### src/hdl/hrr_pkg.sv
// Shared types and constants for the heartbeat round-robin dispatcher.
// Holds command/status codes, field widths and the controller/datapath structs.
// No dependencies.
`default_nettype none

package hrr_pkg;

	// Field widths fixed by the item format
	localparam int CMD_W     = 3;
	localparam int SLOT_W    = 4;
	localparam int ADDR_W    = 32;
	localparam int PORT_W    = 16;
	localparam int TIME_W    = 32;
	localparam int TO_W      = 16;
	localparam int STATUS_W  = 2;
	localparam int CNT_OUT_W = 5;

	// Default table depth
	localparam int MAX_SERVERS_DEF = 16;

	// Reset value of the timeout register
	localparam logic [TO_W-1:0] TIMEOUT_RESET = 16'd10;

	// Command codes
	localparam logic [CMD_W-1:0] CMD_REGISTER  = 3'd0;
	localparam logic [CMD_W-1:0] CMD_HEARTBEAT = 3'd1;
	localparam logic [CMD_W-1:0] CMD_CLOSE     = 3'd2;
	localparam logic [CMD_W-1:0] CMD_TICK      = 3'd3;
	localparam logic [CMD_W-1:0] CMD_PICK      = 3'd4;

	// Result status codes
	localparam logic [STATUS_W-1:0] ST_OK     = 2'd0;
	localparam logic [STATUS_W-1:0] ST_FULL   = 2'd1;
	localparam logic [STATUS_W-1:0] ST_NONE   = 2'd2;
	localparam logic [STATUS_W-1:0] ST_NOSLOT = 2'd3;

	// Controller to datapath commands
	typedef struct packed {
		logic                latch;      // capture the input item
		logic                append;     // write new entry at the table end
		logic                beat;       // refresh one entry's time
		logic                tick;       // advance the seconds counter
		logic                scan_init;  // reset compaction pointers
		logic                scan_step;  // one compaction cycle
		logic                mod_init;   // start (index+1) mod count
		logic                mod_step;   // one conditional subtract
		logic                pick_rd;    // read the picked entry
		logic                finish;     // load result registers, strobe done
		logic [STATUS_W-1:0] status;     // status code for the result
	} hrr_ctl_t;

	// Datapath to controller status
	typedef struct packed {
		logic [CMD_W-1:0] cmd;
		logic             full;
		logic             slot_ok;
		logic             empty;
		logic             scan_done;
		logic             mod_ge;
	} hrr_sts_t;

endpackage

`default_nettype wire

### src/hdl/heartbeat_round_robin_dispatcher.sv
// Top level of the heartbeat round-robin dispatcher.
// Joins hrr_ctrl and hrr_datapath; uses hrr_pkg.
//
// Usage:
//   Command channel: drive cmd, slot, server_addr, server_port with start high;
//   the item transfers at a rising edge where start is high and busy is low.
//   One result per item: done is high for exactly one cycle with status,
//   picked_addr, picked_port, picked_slot, live_count and removed_count valid.
//   The receiver cannot stall; a result not captured in its cycle is gone.
//   Configuration: cfg_wr_en/cfg_wr_data write timeout_seconds; the user must write
//   only while busy is low and no result is pending (not enforced by the block).
// Steps per command, from the transfer edge to done:
//   register, heartbeat, bad slot, empty pick, unknown command: decode, finish
//   close and tick: decode, a compaction pass over the live entries, finish;
//   the compaction pass streams one entry per cycle through the one read port
//   pick: decode, (index+1) mod count by repeated subtraction with the read
//   of the picked entry in its last step, finish
// A new item is taken in the cycle done is shown.
// Reset: table empty, round-robin index and seconds counter zero, timeout 10.
// The table memory is not cleared; entries are only read after being written.
`default_nettype none

module heartbeat_round_robin_dispatcher
	import hrr_pkg::*;
#(
	parameter int MAX_SERVERS = MAX_SERVERS_DEF
) (
	input  wire logic                 clk,
	input  wire logic                 arst_n,
	input  wire logic                 start,
	output logic                      busy,
	input  wire logic [CMD_W-1:0]     cmd,
	input  wire logic [SLOT_W-1:0]    slot,
	input  wire logic [ADDR_W-1:0]    server_addr,
	input  wire logic [PORT_W-1:0]    server_port,
	input  wire logic                 cfg_wr_en,
	input  wire logic [TO_W-1:0]      cfg_wr_data,
	output logic                      done,
	output logic [STATUS_W-1:0]       status,
	output logic [ADDR_W-1:0]         picked_addr,
	output logic [PORT_W-1:0]         picked_port,
	output logic [SLOT_W-1:0]         picked_slot,
	output logic [CNT_OUT_W-1:0]      live_count,
	output logic [CNT_OUT_W-1:0]      removed_count
);

	hrr_ctl_t ctl;
	hrr_sts_t sts;

	// Sequencer
	hrr_ctrl u_ctrl (
		.clk    (clk),
		.arst_n (arst_n),
		.start  (start),
		.sts    (sts),
		.ctl    (ctl),
		.busy   (busy)
	);

	// Table and result datapath
	hrr_datapath #(
		.MAX_SERVERS (MAX_SERVERS)
	) u_datapath (
		.clk           (clk),
		.arst_n        (arst_n),
		.ctl           (ctl),
		.sts           (sts),
		.cmd           (cmd),
		.slot          (slot),
		.server_addr   (server_addr),
		.server_port   (server_port),
		.cfg_wr_en     (cfg_wr_en),
		.cfg_wr_data   (cfg_wr_data),
		.done          (done),
		.status        (status),
		.picked_addr   (picked_addr),
		.picked_port   (picked_port),
		.picked_slot   (picked_slot),
		.live_count    (live_count),
		.removed_count (removed_count)
	);

	// Checks
	a_done_when_idle: assert property (@(posedge clk) disable iff (!arst_n)
		done |-> !busy)
		else $error("result strobe while still busy");

	a_transfer_busy: assert property (@(posedge clk) disable iff (!arst_n)
		(start && !busy) |=> busy)
		else $error("transfer did not raise busy");

	a_busy_ends_done: assert property (@(posedge clk) disable iff (!arst_n)
		$fell(busy) |-> done)
		else $error("busy dropped without a result");

endmodule

`default_nettype wire

### src/hdl/hrr_ctrl.sv
// Sequencing state machine of the dispatcher.
// Decodes the latched command and steps the datapath; uses hrr_pkg.
`default_nettype none

module hrr_ctrl
	import hrr_pkg::*;
(
	input  wire logic     clk,
	input  wire logic     arst_n,
	input  wire logic     start,
	input  wire hrr_sts_t sts,
	output hrr_ctl_t      ctl,
	output logic          busy
);

	typedef enum logic [2:0] {
		S_IDLE,
		S_DECODE,
		S_SCAN,
		S_MOD,
		S_FINISH
	} state_t;

	state_t              state_q;
	logic [STATUS_W-1:0] status_q;

	// State and result status code
	always_ff @(posedge clk or negedge arst_n) begin
		if (!arst_n) begin
			state_q  <= S_IDLE;
			status_q <= ST_OK;
		end else begin
			case (state_q)
				S_IDLE: begin
					if (start) begin
						status_q <= ST_OK;
						state_q  <= S_DECODE;
					end
				end
				S_DECODE: begin
					case (sts.cmd)
						CMD_REGISTER: begin
							if (sts.full)
								status_q <= ST_FULL;
							state_q <= S_FINISH;
						end
						CMD_HEARTBEAT: begin
							if (!sts.slot_ok)
								status_q <= ST_NOSLOT;
							state_q <= S_FINISH;
						end
						CMD_CLOSE: begin
							if (sts.slot_ok) begin
								state_q <= S_SCAN;
							end else begin
								status_q <= ST_NOSLOT;
								state_q  <= S_FINISH;
							end
						end
						CMD_TICK: begin
							state_q <= S_SCAN;
						end
						CMD_PICK: begin
							if (sts.empty) begin
								status_q <= ST_NONE;
								state_q  <= S_FINISH;
							end else begin
								state_q <= S_MOD;
							end
						end
						default: begin
							state_q <= S_FINISH;
						end
					endcase
				end
				S_SCAN: begin
					if (sts.scan_done)
						state_q <= S_FINISH;
				end
				S_MOD: begin
					if (!sts.mod_ge)
						state_q <= S_FINISH;
				end
				S_FINISH: begin
					state_q <= S_IDLE;
				end
				default: begin
					state_q <= S_IDLE;
				end
			endcase
		end
	end

	// Datapath commands
	always_comb begin
		ctl           = '0;
		ctl.latch     = (state_q == S_IDLE) && start;
		ctl.append    = (state_q == S_DECODE) && (sts.cmd == CMD_REGISTER) && !sts.full;
		ctl.beat      = (state_q == S_DECODE) && (sts.cmd == CMD_HEARTBEAT) && sts.slot_ok;
		ctl.tick      = (state_q == S_DECODE) && (sts.cmd == CMD_TICK);
		ctl.scan_init = (state_q == S_DECODE) &&
			(((sts.cmd == CMD_CLOSE) && sts.slot_ok) || (sts.cmd == CMD_TICK));
		ctl.scan_step = (state_q == S_SCAN);
		ctl.mod_init  = (state_q == S_DECODE) && (sts.cmd == CMD_PICK) && !sts.empty;
		ctl.mod_step  = (state_q == S_MOD) && sts.mod_ge;
		ctl.pick_rd   = (state_q == S_MOD) && !sts.mod_ge;
		ctl.finish    = (state_q == S_FINISH);
		ctl.status    = status_q;
	end

	assign busy = (state_q != S_IDLE);

endmodule

`default_nettype wire

### src/hdl/hrr_datapath.sv
// Server table, counters and result registers of the dispatcher.
// Driven by hrr_ctrl through hrr_ctl_t; uses hrr_pkg.
`default_nettype none

module hrr_datapath
	import hrr_pkg::*;
#(
	parameter int MAX_SERVERS = MAX_SERVERS_DEF
) (
	input  wire logic                 clk,
	input  wire logic                 arst_n,
	input  wire hrr_ctl_t             ctl,
	output hrr_sts_t                  sts,
	input  wire logic [CMD_W-1:0]     cmd,
	input  wire logic [SLOT_W-1:0]    slot,
	input  wire logic [ADDR_W-1:0]    server_addr,
	input  wire logic [PORT_W-1:0]    server_port,
	input  wire logic                 cfg_wr_en,
	input  wire logic [TO_W-1:0]      cfg_wr_data,
	output logic                      done,
	output logic [STATUS_W-1:0]       status,
	output logic [ADDR_W-1:0]         picked_addr,
	output logic [PORT_W-1:0]         picked_port,
	output logic [SLOT_W-1:0]         picked_slot,
	output logic [CNT_OUT_W-1:0]      live_count,
	output logic [CNT_OUT_W-1:0]      removed_count
);

	localparam int CW    = $clog2(MAX_SERVERS + 1);
	localparam int IW    = (MAX_SERVERS > 1) ? $clog2(MAX_SERVERS) : 1;
	localparam int CMPW  = (CW > SLOT_W) ? CW : SLOT_W;
	localparam int AP_W  = ADDR_W + PORT_W;

	// Latched item
	logic [CMD_W-1:0]  cmd_q;
	logic [SLOT_W-1:0] slot_q;
	logic [ADDR_W-1:0] addr_q;
	logic [PORT_W-1:0] port_q;

	// Block state
	logic [CW-1:0]     count_q;
	logic [IW-1:0]     rr_q;
	logic [TIME_W-1:0] now_q;
	logic [TO_W-1:0]   timeout_q;

	// Compaction and modulo working registers
	logic [CW-1:0]     rd_q;
	logic [CW-1:0]     wr_q;
	logic [CW-1:0]     val_q;
	logic              rd_v_s1;
	logic [CW-1:0]     rd_idx_s1;
	logic [IW-1:0]     slot_hold_q;
	logic [CW-1:0]     removed_q;

	// Table memories: address/port word and beat time
	logic [AP_W-1:0]   mem_ap [MAX_SERVERS];
	logic [TIME_W-1:0] mem_t  [MAX_SERVERS];
	logic [AP_W-1:0]   rdata_ap_s1;
	logic [TIME_W-1:0] rdata_t_s1;

	logic              we_ap;
	logic              we_t;
	logic [IW-1:0]     waddr;
	logic [AP_W-1:0]   wdata_ap;
	logic [TIME_W-1:0] wdata_t;
	logic              re;
	logic [IW-1:0]     raddr;

	logic              issue;
	logic              keep_s1;
	logic [TIME_W-1:0] age_s1;
	logic              pick_ok;
	logic              done_q;

	// Status to the controller
	assign issue         = (rd_q < count_q);
	assign sts.cmd       = cmd_q;
	assign sts.full      = (count_q == CW'(MAX_SERVERS));
	assign sts.slot_ok   = (CMPW'(slot_q) < CMPW'(count_q));
	assign sts.empty     = (count_q == '0);
	assign sts.scan_done = !issue && !rd_v_s1;
	assign sts.mod_ge    = (val_q >= count_q);

	// Keep test for the entry read last cycle
	assign age_s1  = now_q - rdata_t_s1;
	assign keep_s1 = (cmd_q == CMD_CLOSE) ? (rd_idx_s1 != CW'(slot_q))
	                                      : (age_s1 <= TIME_W'(timeout_q));

	// Memory write and read port select
	always_comb begin
		we_ap    = 1'b0;
		we_t     = 1'b0;
		waddr    = wr_q[IW-1:0];
		wdata_ap = rdata_ap_s1;
		wdata_t  = rdata_t_s1;
		if (ctl.append) begin
			we_ap    = 1'b1;
			we_t     = 1'b1;
			waddr    = count_q[IW-1:0];
			wdata_ap = {addr_q, port_q};
			wdata_t  = now_q;
		end else if (ctl.beat) begin
			we_t    = 1'b1;
			waddr   = IW'(slot_q);
			wdata_t = now_q;
		end else if (ctl.scan_step && rd_v_s1 && keep_s1) begin
			we_ap = 1'b1;
			we_t  = 1'b1;
		end
	end

	assign re    = (ctl.scan_step && issue) || ctl.pick_rd;
	assign raddr = ctl.pick_rd ? val_q[IW-1:0] : rd_q[IW-1:0];

	// Table storage, registered read
	always_ff @(posedge clk) begin
		if (we_ap)
			mem_ap[waddr] <= wdata_ap;
		if (we_t)
			mem_t[waddr] <= wdata_t;
		if (re) begin
			rdata_ap_s1 <= mem_ap[raddr];
			rdata_t_s1  <= mem_t[raddr];
		end
	end

	// Latched item fields
	always_ff @(posedge clk) begin
		if (ctl.latch) begin
			cmd_q  <= cmd;
			slot_q <= slot;
			addr_q <= server_addr;
			port_q <= server_port;
		end
	end

	// Control state: counters, pointers, timeout register
	always_ff @(posedge clk or negedge arst_n) begin
		if (!arst_n) begin
			count_q     <= '0;
			rr_q        <= '0;
			now_q       <= '0;
			timeout_q   <= TIMEOUT_RESET;
			rd_q        <= '0;
			wr_q        <= '0;
			val_q       <= '0;
			rd_v_s1     <= 1'b0;
			rd_idx_s1   <= '0;
			slot_hold_q <= '0;
			removed_q   <= '0;
		end else begin
			if (cfg_wr_en)
				timeout_q <= cfg_wr_data;
			if (ctl.latch) begin
				slot_hold_q <= '0;
				removed_q   <= '0;
			end
			if (ctl.append) begin
				slot_hold_q <= count_q[IW-1:0];
				count_q     <= count_q + CW'(1);
			end
			if (ctl.beat || (ctl.scan_init && (cmd_q == CMD_CLOSE)))
				slot_hold_q <= IW'(slot_q);
			if (ctl.tick)
				now_q <= now_q + TIME_W'(1);
			if (ctl.scan_init) begin
				rd_q    <= '0;
				wr_q    <= '0;
				rd_v_s1 <= 1'b0;
			end
			// compaction: read at rd, write kept entries at wr in the cycle after the read
			if (ctl.scan_step) begin
				rd_v_s1 <= issue;
				if (issue) begin
					rd_idx_s1 <= rd_q;
					rd_q      <= rd_q + CW'(1);
				end
				if (rd_v_s1 && keep_s1)
					wr_q <= wr_q + CW'(1);
				if (!issue && !rd_v_s1) begin
					count_q   <= wr_q;
					removed_q <= count_q - wr_q;
				end
			end
			// round-robin index by repeated subtraction
			if (ctl.mod_init)
				val_q <= CW'(rr_q) + CW'(1);
			if (ctl.mod_step)
				val_q <= val_q - count_q;
			if (ctl.pick_rd) begin
				rr_q        <= val_q[IW-1:0];
				slot_hold_q <= val_q[IW-1:0];
			end
		end
	end

	// Result registers
	assign pick_ok = (cmd_q == CMD_PICK) && (ctl.status == ST_OK);

	always_ff @(posedge clk) begin
		if (ctl.finish) begin
			status        <= ctl.status;
			picked_addr   <= pick_ok ? rdata_ap_s1[AP_W-1:PORT_W] : '0;
			picked_port   <= pick_ok ? rdata_ap_s1[PORT_W-1:0] : '0;
			picked_slot   <= SLOT_W'(slot_hold_q);
			live_count    <= CNT_OUT_W'(count_q);
			removed_count <= CNT_OUT_W'(removed_q);
		end
	end

	always_ff @(posedge clk or negedge arst_n) begin
		if (!arst_n)
			done_q <= 1'b0;
		else
			done_q <= ctl.finish;
	end

	assign done = done_q;

	// Checks
	a_wr_behind_rd: assert property (@(posedge clk) disable iff (!arst_n)
		wr_q <= rd_q)
		else $error("compaction write pointer passed read pointer");

	a_append_grows: assert property (@(posedge clk) disable iff (!arst_n)
		ctl.append |=> (count_q == $past(count_q) + CW'(1)))
		else $error("append did not grow the table by one");

	a_append_room: assert property (@(posedge clk) disable iff (!arst_n)
		ctl.append |-> (count_q < CW'(MAX_SERVERS)))
		else $error("append into a full table");

	a_scan_shrinks: assert property (@(posedge clk) disable iff (!arst_n)
		ctl.scan_step |=> (count_q <= $past(count_q)))
		else $error("compaction grew the table");

	a_pick_in_range: assert property (@(posedge clk) disable iff (!arst_n)
		ctl.pick_rd |-> (val_q < count_q))
		else $error("picked index outside live entries");

endmodule

`default_nettype wire

### config.mk
export PLATFORM = sky130hd
export DESIGN_NAME = heartbeat_round_robin_dispatcher
export DESIGN_NICKNAME = d
export VERILOG_FILES = /design/src/hdl/hrr_pkg.sv /design/src/hdl/heartbeat_round_robin_dispatcher.sv /design/src/hdl/hrr_ctrl.sv /design/src/hdl/hrr_datapath.sv
export SDC_FILE = /design/constraint.sdc
export NUM_CORES = 2
export LEC_CHECK = 0
export BUFFER_PORTS_ARGS = -buffer_cell sky130_fd_sc_hd__buf_2
export CAP_MARGIN = 10
export CORE_AREA = 2 2 294 369
export CTS_BUF_LIST = sky130_fd_sc_hd__clkbuf_4 sky130_fd_sc_hd__clkbuf_8
export CTS_CLUSTER_DIAMETER = 100
export DETAILED_ROUTE_END_ITERATION = 10
export DIE_AREA = 0 0 296 371
export PLACE_DENSITY = 0.77
export SYNTH_ARGS = -nofsm -noshare
export SYNTH_HDL_FRONTEND = slang
export SYNTH_SLANG_ARGS = --single-unit
### constraint.sdc
create_clock -name clk -period 20.8 [get_ports clk]
set_input_delay 6.24 -clock clk [delete_from_list [all_inputs] [get_ports clk]]
set_output_delay 6.24 -clock clk [all_outputs]
set_load 0.005 [all_outputs]
==> impl_metrics.json <==
{
  "syn_inst": 3547,
  "antenna_found_initial": 3,
  "die_w_um": 296,
  "post_cts_buffers": 0,
  "ant_nets": 0,
  "yosys_warnings": 0,
  "worst_slew_pin_slew_ns": 1.08,
  "drive_gt1_share_pct": 24.0,
  "place.gp.congestion": 0.888,
  "power.total_mw": 8.41,
  "crit_start": "u_ctrl.state_q[1]$_DFFE_PN0P_",
  "syn_nets": 3695,
  "slew_viol_final": 0,
  "h-tree-depth": 4,
  "synth_ff_type": "edfxtp_1",
  "cts_sinks": 1572,
  "clk-insertion-delay-late_ns": 0.93,
  "clock_tree.root_cell": "clkbuf_8",
  "reg2reg_from": "u_datapath.count_q[1]$_DFF_PN0_",
  "avgSynthCellArea_sq_um": 17.9,
  "start_util_pct": 59.7,
  "viasPerCell": 6.21,
  "vias": 33750,
  "worstSetupStartpointType": "flip-flop",
  "gr-total-overflow": 0,
  "r2r_end": "u_datapath.rdata_t_s1[5]$_DFFE_PP_",
  "drv_cap": 0,
  "hold_end": "u_datapath.picked_slot[0]$_DFFE_PP_",
  "setup_tns_ns": 0,
  "cts_tree": "yes",
  "r2r_cells": 14,
  "nets": 3979,
  "cp_data_required_time_ns": 14.56,
  "syn2layout_area_growth_pct": 11.0,
  "die_area_sq_um": 110000,
  "period_share_pct": 38.9,
  "whs_path_depth": 0,
  "finClkSkew_ns": 0.0494,
  "cts_made_buffers": 225,
  "ios": 141,
  "max_freq_mhz": 123,
  "max_slew_margin_pct": 27.9,
  "synth_seq_cells": 1572,
  "rsz0062_at_grt": "false",
  "period_needed_ns": 8.10,
  "async_reset_ff_share_pct": 5.92,
  "cellPowerDensity_nw_per_um2": 119,
  "clock_path_buffers": 3,
  "cts_resized": 0,
  "place_hpwl_mm": 73.1,
  "yosysSeqAreaShare_pct": 73.7,
  "post-route-util_pct": 66.3,
  "p_leak_nw": 24.0,
  "arrival_ns": 1.86,
  "clk_pin_slew_ns": 0.06,
  "ys_types": 87,
  "grt_max_degree": 126,
  "drc": 0,
  "row_count": 134,
  "status": "finished clean",
  "worstHoldStart": "u_datapath.slot_hold_q[0]$_DFFE_PN0P_",
  "die_h_um": 371,
  "finalHoldViolations": 0,
  "grt_pass1_wl_mm": 207,
  "r2r_setup_slack_ns": 13.89,
  "grtUsageTotal_pct": 25.7,
  "crit_fanout": 7,
  "setup-violations-final": 0,
  "core_sq_um": 106000,
  "mostFrequentLayoutCell": "edfxtp_1",
  "fill_cells": 7010,
  "cts_hold_buf": 0,
  "io_buffers": 140,
  "synth_edf_count": 1479,
  "grt_pass1_vias": 34148,
  "firstDrtPassIters": 5,
  "drt_iter0_drc": 3401,
  "mostFrequentLayoutCells": "edfxtp_1 (1479), nand2_1 (463), mux4_2 (320)",
  "peakVddDrop_v": 0.000101,
  "hold_path_class": "reg -> reg",
  "wire_per_inst_um": 25.5,
  "wl_mm": 139,
  "worst-setup-path-type": "reg -> out",
  "syn_area_sq_um": 63400,
  "crit_path_end_kind": "output port"
}
[synth_stat cells, drive strengths merged, types with 25 or more instances]
cell type	instances	share of area, %
a31oi	91	0.91
nand4	28	0.28
nor2	46	0.28
ha	70	1.4
nand3	25	0.20
nand2	466	2.8
a21oi	62	0.53
inv	75	0.44
dfrtp	91	3.6
a211oi	86	1.0
buf	89	0.80
xnor2	58	0.80
nor3	50	0.42
mux4	320	11
and2	135	1.3
clkbuf	88	0.52
edfxtp	1479	70
o21ai	100	0.79
[flip-flops by register name, summed over array words and instances, names as in the netlist, 16 cells and up]
signal                  count
u_datapath.now_q           32
u_datapath.mem_ap         768
u_datapath.rdata_ap_s1     48
u_datapath.picked_addr     32
u_datapath.picked_port     16
u_datapath.rdata_t_s1      32
u_datapath.mem_t          512
u_datapath.port_q          16
u_datapath.timeout_q       16
u_datapath.addr_q          32
[cell families (layout without fill, tap and decap cells)]
group | Yosys count | count (layout) | synth area share [%]
other | 0 | 1 | 0
AOI/OAI and AO/OA | 422 | 422 | 4.40
xor gates and xnor gates | 68 | 68 | 0.939
adders and majority gates | 73 | 73 | 1.48
buffers and inverters | 252 | 714 | 1.76
and+or+nand+nor | 817 | 817 | 6.01
muxes | 343 | 343 | 11.7
DFF | 1572 | 1572 | 73.7
[final cells by class]
| cell class | instances | area (sq um) | area share [%] |
|---|---|---|---|
| Sequential cell | 1572 | 46700 | 66.4 |
| Multi-Input combinational cell | 1723 | 15800 | 22.5 |
| Clock buffer | 272 | 3460 | 4.92 |
| Tap cell | 1428 | 1790 | 2.54 |
| Timing Repair Buffer | 234 | 1430 | 2.04 |
| Clock inverter | 133 | 886 | 1.26 |
| Inverter | 75 | 282 | 0.400 |
| Antenna cell | 1 | 2.50 | 0.00355 |
[worst max-delay path by stage]
stage	endpoint	slack [ns]	depth (start not counted)
floorplan	u_datapath.slot_hold_q[0]$_DFFE_PN0P_	12.56	4
global placement	u_datapath.addr_q[29]$_DFFE_PP_	12.99	4
detailed placement	u_datapath.port_q[1]$_DFFE_PP_	12.95	4
CTS	busy	12.62	3
global route	busy	12.57	3
finish	busy	12.70	3
[critical path, stage by stage, from the launching register on]
cell,delay [ns]
dfrtp_1,0.45
nor3_1,0.29
inv_1,0.09
buf_2,0.13
[per-layer routing]
metal	GRT usage, %	share of wire (%)	vias to the layer above	wire length, um
li1	-	-	14637	-
met1	34.2	38	17254	53300
met2	43.5	51	1577	71100
met3	4.13	7.4	282	10300
met4	9.42	3.0	0	4130
met5	0	0	-	0
[through the flow]
step	hold slack [ns]	std cells	area [sq um]	worst slack, ns
after global placement	0.454	5032	66100	12.99
after detailed placement	0.439	5032	66100	12.95
after CTS	0.457	5437	70400	12.62
after floorplan	0.419	3547	63400	12.56
after global routing	0.471	5438	70400	12.57
final	0.458	5438	70400	12.70
[where the power goes]
group	internal, mW	switching [mW]	total [mW]	leakage, nW
clock network	1.21	1.14	2.36	2.27
logic	0.867	1.22	2.09	7.11
registers	3.88	0.0915	3.97	14.6
No activity file was read; power rests on OpenSTA's default activity.
